## src/sv/dbrp_pkg.sv

```systemverilog
// Shared types and constants for the double-buffered ramp player.
`default_nettype none
package dbrp_pkg;

	// Field widths of the item and result payloads.
	localparam int CMD_W       = 2;
	localparam int ACC_W       = 32;
	localparam int SAMPLE_W    = 16;
	localparam int FIRST_LEN_W = 16;
	localparam int TOTAL_LEN_W = 11;

	// Default bank depth and reset value of the sweep length register.
	localparam int HALF_DEPTH_DEF = 1024;
	localparam logic [TOTAL_LEN_W-1:0] TOTAL_LEN_RST = TOTAL_LEN_W'(200);

	// Item commands. The fourth code is unused and only reports status.
	typedef enum logic [CMD_W-1:0] {
		CMD_TICK = 2'd0,
		CMD_PREP = 2'd1,
		CMD_SWAP = 2'd2
	} cmd_t;

	// Start request from the control logic to the fill engine.
	typedef struct packed {
		logic             start;
		logic             bank;
		logic [ACC_W-1:0] level;
		logic [ACC_W-1:0] slope_a;
		logic [ACC_W-1:0] slope_b;
	} fill_req_t;

endpackage
`default_nettype wire

```

## src/sv/dbrp_fill.sv

```systemverilog
// Ramp fill engine: writes one accumulator sample per cycle into the idle bank.
`default_nettype none
module dbrp_fill #(
	parameter int HALF_DEPTH = dbrp_pkg::HALF_DEPTH_DEF,
	localparam int CNT_W  = $clog2(HALF_DEPTH + 1),
	localparam int ADDR_W = $clog2(2 * HALF_DEPTH)
) (
	input  wire logic                          clk,
	input  wire logic                          arst_n,
	input  wire dbrp_pkg::fill_req_t           req,
	input  wire logic [CNT_W-1:0]              first_cnt,
	input  wire logic [CNT_W-1:0]              fill_cnt,
	output logic                               busy,
	output logic                               we,
	output logic      [ADDR_W-1:0]             waddr,
	output logic      [dbrp_pkg::SAMPLE_W-1:0] wdata
);
	import dbrp_pkg::*;

	logic              busy_q;
	logic              bank_q;
	logic [CNT_W-1:0]  idx_q;
	logic [CNT_W-1:0]  first_q;
	logic [CNT_W-1:0]  cnt_q;
	logic [ACC_W-1:0]  acc_q;
	logic [ACC_W-1:0]  slope_a_q;
	logic [ACC_W-1:0]  slope_b_q;
	logic [CNT_W-1:0]  idx_nxt;
	logic [ACC_W-1:0]  step;

	assign idx_nxt = idx_q + CNT_W'(1);
	// The first slope covers entries below the clamped first length.
	assign step    = (idx_q < first_q) ? slope_a_q : slope_b_q;

	// Busy flag: set by a start, cleared after the last entry is written.
	always_ff @(posedge clk or negedge arst_n) begin
		if (!arst_n) begin
			busy_q <= 1'b0;
		end else if (req.start) begin
			busy_q <= 1'b1;
		end else if (busy_q && idx_nxt == cnt_q) begin
			busy_q <= 1'b0;
		end
	end

	// Ramp datapath: load on start, then step the accumulator each write.
	always_ff @(posedge clk) begin
		if (req.start) begin
			bank_q    <= req.bank;
			idx_q     <= '0;
			first_q   <= first_cnt;
			cnt_q     <= fill_cnt;
			acc_q     <= req.level;
			slope_a_q <= req.slope_a;
			slope_b_q <= req.slope_b;
		end else if (busy_q) begin
			idx_q <= idx_nxt;
			acc_q <= acc_q + step;
		end
	end

	// The stored sample is the accumulator's integer half before the step.
	assign busy  = busy_q;
	assign we    = busy_q;
	assign waddr = ADDR_W'(idx_q) + (bank_q ? ADDR_W'(HALF_DEPTH) : ADDR_W'(0));
	assign wdata = acc_q[ACC_W-1 -: SAMPLE_W];
endmodule
`default_nettype wire

```

## config.mk

```make
export PLATFORM = sky130hd
export DESIGN_NAME = dbrp_fill
export DESIGN_NICKNAME = d
export VERILOG_FILES = /design/src/sv/dbrp_pkg.sv /design/src/sv/dbrp_fill.sv
export SDC_FILE = /design/constraint.sdc
export NUM_CORES = 1
export LEC_CHECK = 0
export BUFFER_PORTS_ARGS = -buffer_cell sky130_fd_sc_hd__buf_2
export CAP_MARGIN = 40
export CORE_MARGIN = 2
export CORE_UTILIZATION = 55
export DETAILED_ROUTE_END_ITERATION = 16
export GPL_ROUTABILITY_DRIVEN = 1
export GPL_TIMING_DRIVEN = 1
export HOLD_SLACK_MARGIN = 0.02
export PLACE_DENSITY = 0.8
export RECOVER_POWER = 50
export SLEW_MARGIN = 20
export SYNTH_ARGS = -nofsm -noshare
export SYNTH_HDL_FRONTEND = slang
export SYNTH_SLANG_ARGS = --single-unit
export TNS_END_PERCENT = 30
```

## constraint.sdc

```tcl
create_clock -name clk -period 5.1 [get_ports clk]
set_clock_uncertainty 0.05 [all_clocks]
set_input_delay 1.02 -clock clk [delete_from_list [all_inputs] [get_ports clk]]
set_output_delay 1.02 -clock clk [all_outputs]
set_load 0.01 [all_outputs]
```

==> reports/results.txt <==
status = finished, violations left
placed instance area = 8100 um^2
postcts setup bufs = 0
DIE AREA = 14400 um^2
per-cell routed wire length = 17.1 um
Final Wtd Congestion = 0.948
final WL = 16.6 mm
failing checks = max-capacitance violations, max-slew violations
Compound-Gate Fraction of Synth Area = 14.1%
commonest non-fill, non-tap cell in the layout = buf_2
synthesis-to-finish area growth = 18.1%
clock-pin slew on the worst setup and hold paths = 0.06 ns
n_diodes = 0
Nets = 950
clock root buffer = clkbuf_16
hpwl dp = 12.2 mm
post-route ant nets = 0
Critical Path RT = 5.30 ns
RSZ-0062 raised after global routing = false
Async SR Flop Fraction = 0.763%
cell area after layout = 8720 um^2
Peak VDD IR = 364 uV
Post-Synth XOR/XNOR Area = 5.10%
largest net degree at the start of global routing = 64
global-route wire length before repair = 26.9 mm
portion of netlist area occupied by mux cells = 5.42%
floorplan die width = 120 um
Sinks on Clock Net = 131
minimum clock period = 4.48 ns
fillers = 994
All-Layer GR Usage = 24.1%
power density cells = 492 nW/um^2
Inserted Clock Buffers = 17
deepest clock path buffer count = 2
die height = 120 um
number of flops mapped to enable cells by yosys = 119
vias in the first global route = 5621
H-tree depth = 4
initial antenna violation count = 0
Synth Area in Adders = 7.73%
PortBufs = 150
share of post-route cells with drive strength above 1 = 27.6%
register area share after synthesis = 51.7%
Row Count = 42
Syn Nets = 828
CTS tree = done
Yosys warnings = 0
worst slew pin tran = 2.70 ns
CP max FO = 11
Setup crit end kind = flip-flop
R2R depth = 14
largest family of logic cells by synthesized area = compound AO/OA/AOI/OAI gates
library cells used by synthesis = 58
drt first pass iters = 5
final worst path period share = 87.7%
Syn Std Cell Area = 7380 um^2
Post-route DRC = 0
most frequent cells in the layout = buf_2 (136), edfxtp_1 (119), nand2_1 (62), a21oi_1 (45)
Final Setup Violations = 0
worst hold-check path type = input port to async pin
Clock Latency Late Sink = 0.43 ns
Hold-fix buffers, CTS = 0
Initial Util = 56.0%
Max Fclk = 0.223 GHz
via density per instance = 5.64
Synth Register Bits = 131
Slew Limit Headroom = -79.8%
grt total ovfl = 0
Max-Cap Viols = 1
WS Path Type = flip-flop to flip-flop
core area = 13200 um^2
Startpoint Class = flip-flop
DR vias = 5482
Setup TNS = 0 ns
gate count of the mapped netlist = 661
Arr. time, crit path = 4.67 ns
Slew Limit Fails = 56
Synth Flop Type = edfxtp_1
initial DRC count = 386
Pleak = 3.59 nW
Post-Synth Simple-Gate Area = 10.5%
post-CTS sizing = 0
Final Hold Fails = 0
# IOs = 151
Post-Syn Area per Cell = 11.2 um^2
[final cells by class]
type / count / area (um^2) / area share (%)
clock buffers: 21 / 460 / 5.28
clock inverters: 11 / 175 / 2.01
inverters: 25 / 93.8 / 1.08
multi-input cells: 453 / 3160 / 36.3
flip-flops and latches: 131 / 3820 / 43.8
well taps: 176 / 220 / 2.53
repair buffers: 155 / 788 / 9.04
[critical path: stages, from the launching register on]
cell      delay [ns]
dfxtp_1         0.51
ha_1            0.30
a21oi_1         0.14
o21ai_0         0.09
a31oi_1         0.27
nand2_1         0.31
buf_4           0.30
mux2_2          0.30
ha_1            0.31
a21oi_1         0.22
o21ai_0         0.18
a221oi_1        0.59
o221a_2         0.32
a211oi_1        0.07
a311oi_1        0.31
[metrics by stage]
step	power (mW)	std cells	worst slack, ns	hold WS [ns]	utilization (%)
floorplan	2.65	661	1.41	0.507	-
detailed placement	2.97	940	0.680	0.567	61.4
CTS	4.30	972	0.688	0.290	66.3
finish	4.28	972	0.625	0.307	66.1
global route	4.52	972	0.162	0.291	66.1
global placement	2.93	939	0.801	0.539	61.2
[cells in the mapped netlist, types with 2 or more instances]
cell	n	share of area [%]
nor4_1	2	0.17
xnor2_1	20	2.4
o21a_2	2	0.24
clkbuf_1	18	0.92
o21bai_1	5	0.51
o21a_1	5	0.51
or2_2	4	0.34
a211oi_1	6	0.61
or3_1	2	0.17
and3_1	3	0.25
o211ai_1	6	0.61
nand2_1	62	3.2
buf_2	6	0.41
o21ai_0	38	2.6
inv_1	25	1.3
nand3_1	11	0.75
nand2b_1	5	0.42
a21bo_2	2	0.27
o21ai_2	3	0.36
mux2_2	32	4.9
mux2i_1	4	0.54
xor2_1	23	2.7
o31ai_1	4	0.41
a21boi_1	2	0.20
a31oi_1	8	0.68
a21o_1	13	1.3
dfxtp_1	11	3.0
a311oi_1	2	0.24
buf_4	28	2.8
o21ai_1	4	0.27
a21oi_1	45	3.1
ha_1	44	7.5
o22ai_1	4	0.34
nand4_1	14	1.2
nor3_1	11	0.75
edfxtp_1	119	48
nor2b_1	4	0.34
nor2_1	44	2.2
[power by group]
| part | switching [mW] | internal, mW | total (mW) | leakage, nW |
|---|---|---|---|---|
| logic | 0.890 | 0.600 | 1.49 | 1.99 |
| registers | 0.0927 | 1.39 | 1.48 | 1.29 |
| clock network | 0.464 | 0.848 | 1.31 | 0.305 |
| total | 1.45 | 2.84 | 4.28 | 3.59 |
[path summary, 6_finish.rpt]
kind	startpoint	end	slack, ns
max	idx_q[2]	acc_q[28]	0.62
min	arst_n	busy	0.31
max reg2reg	idx_q[2]	acc_q[28]	0.62
min reg2reg	idx_q[4]	idx_q[4]	0.58
max in group asynchronous	arst_n	busy	4.61
min in group clk	idx_q[4]	idx_q[4]	0.58
[state kept, by name, summed over array words and instances, names as in the netlist]
register / cells
slope_b_q: 32
slope_a_q: 32
acc_q: 32
bank_q: 1
first_q: 11
busy: 1
idx_q: 11
cnt_q: 11
[per-layer routing]
| metal | wire (um) | track usage, % |
|---|---|---|
| met2 | 8290 | 41.3 |
| met1 | 7140 | 30.5 |
| met3 | 1000 | 6.32 |
| met4 | 192 | 6.54 |
| met5 | 0 | 0 |
[logic make-up after synthesis]
kind of cell | Yosys count
adders and majority gates | 45
buffers and inverters | 77
muxes | 36
AOI/OAI and AO/OA | 162
xor gates and xnor gates | 43
and+or+nand+nor | 167
DFF | 131
Power figures use the tool's default switching activity.
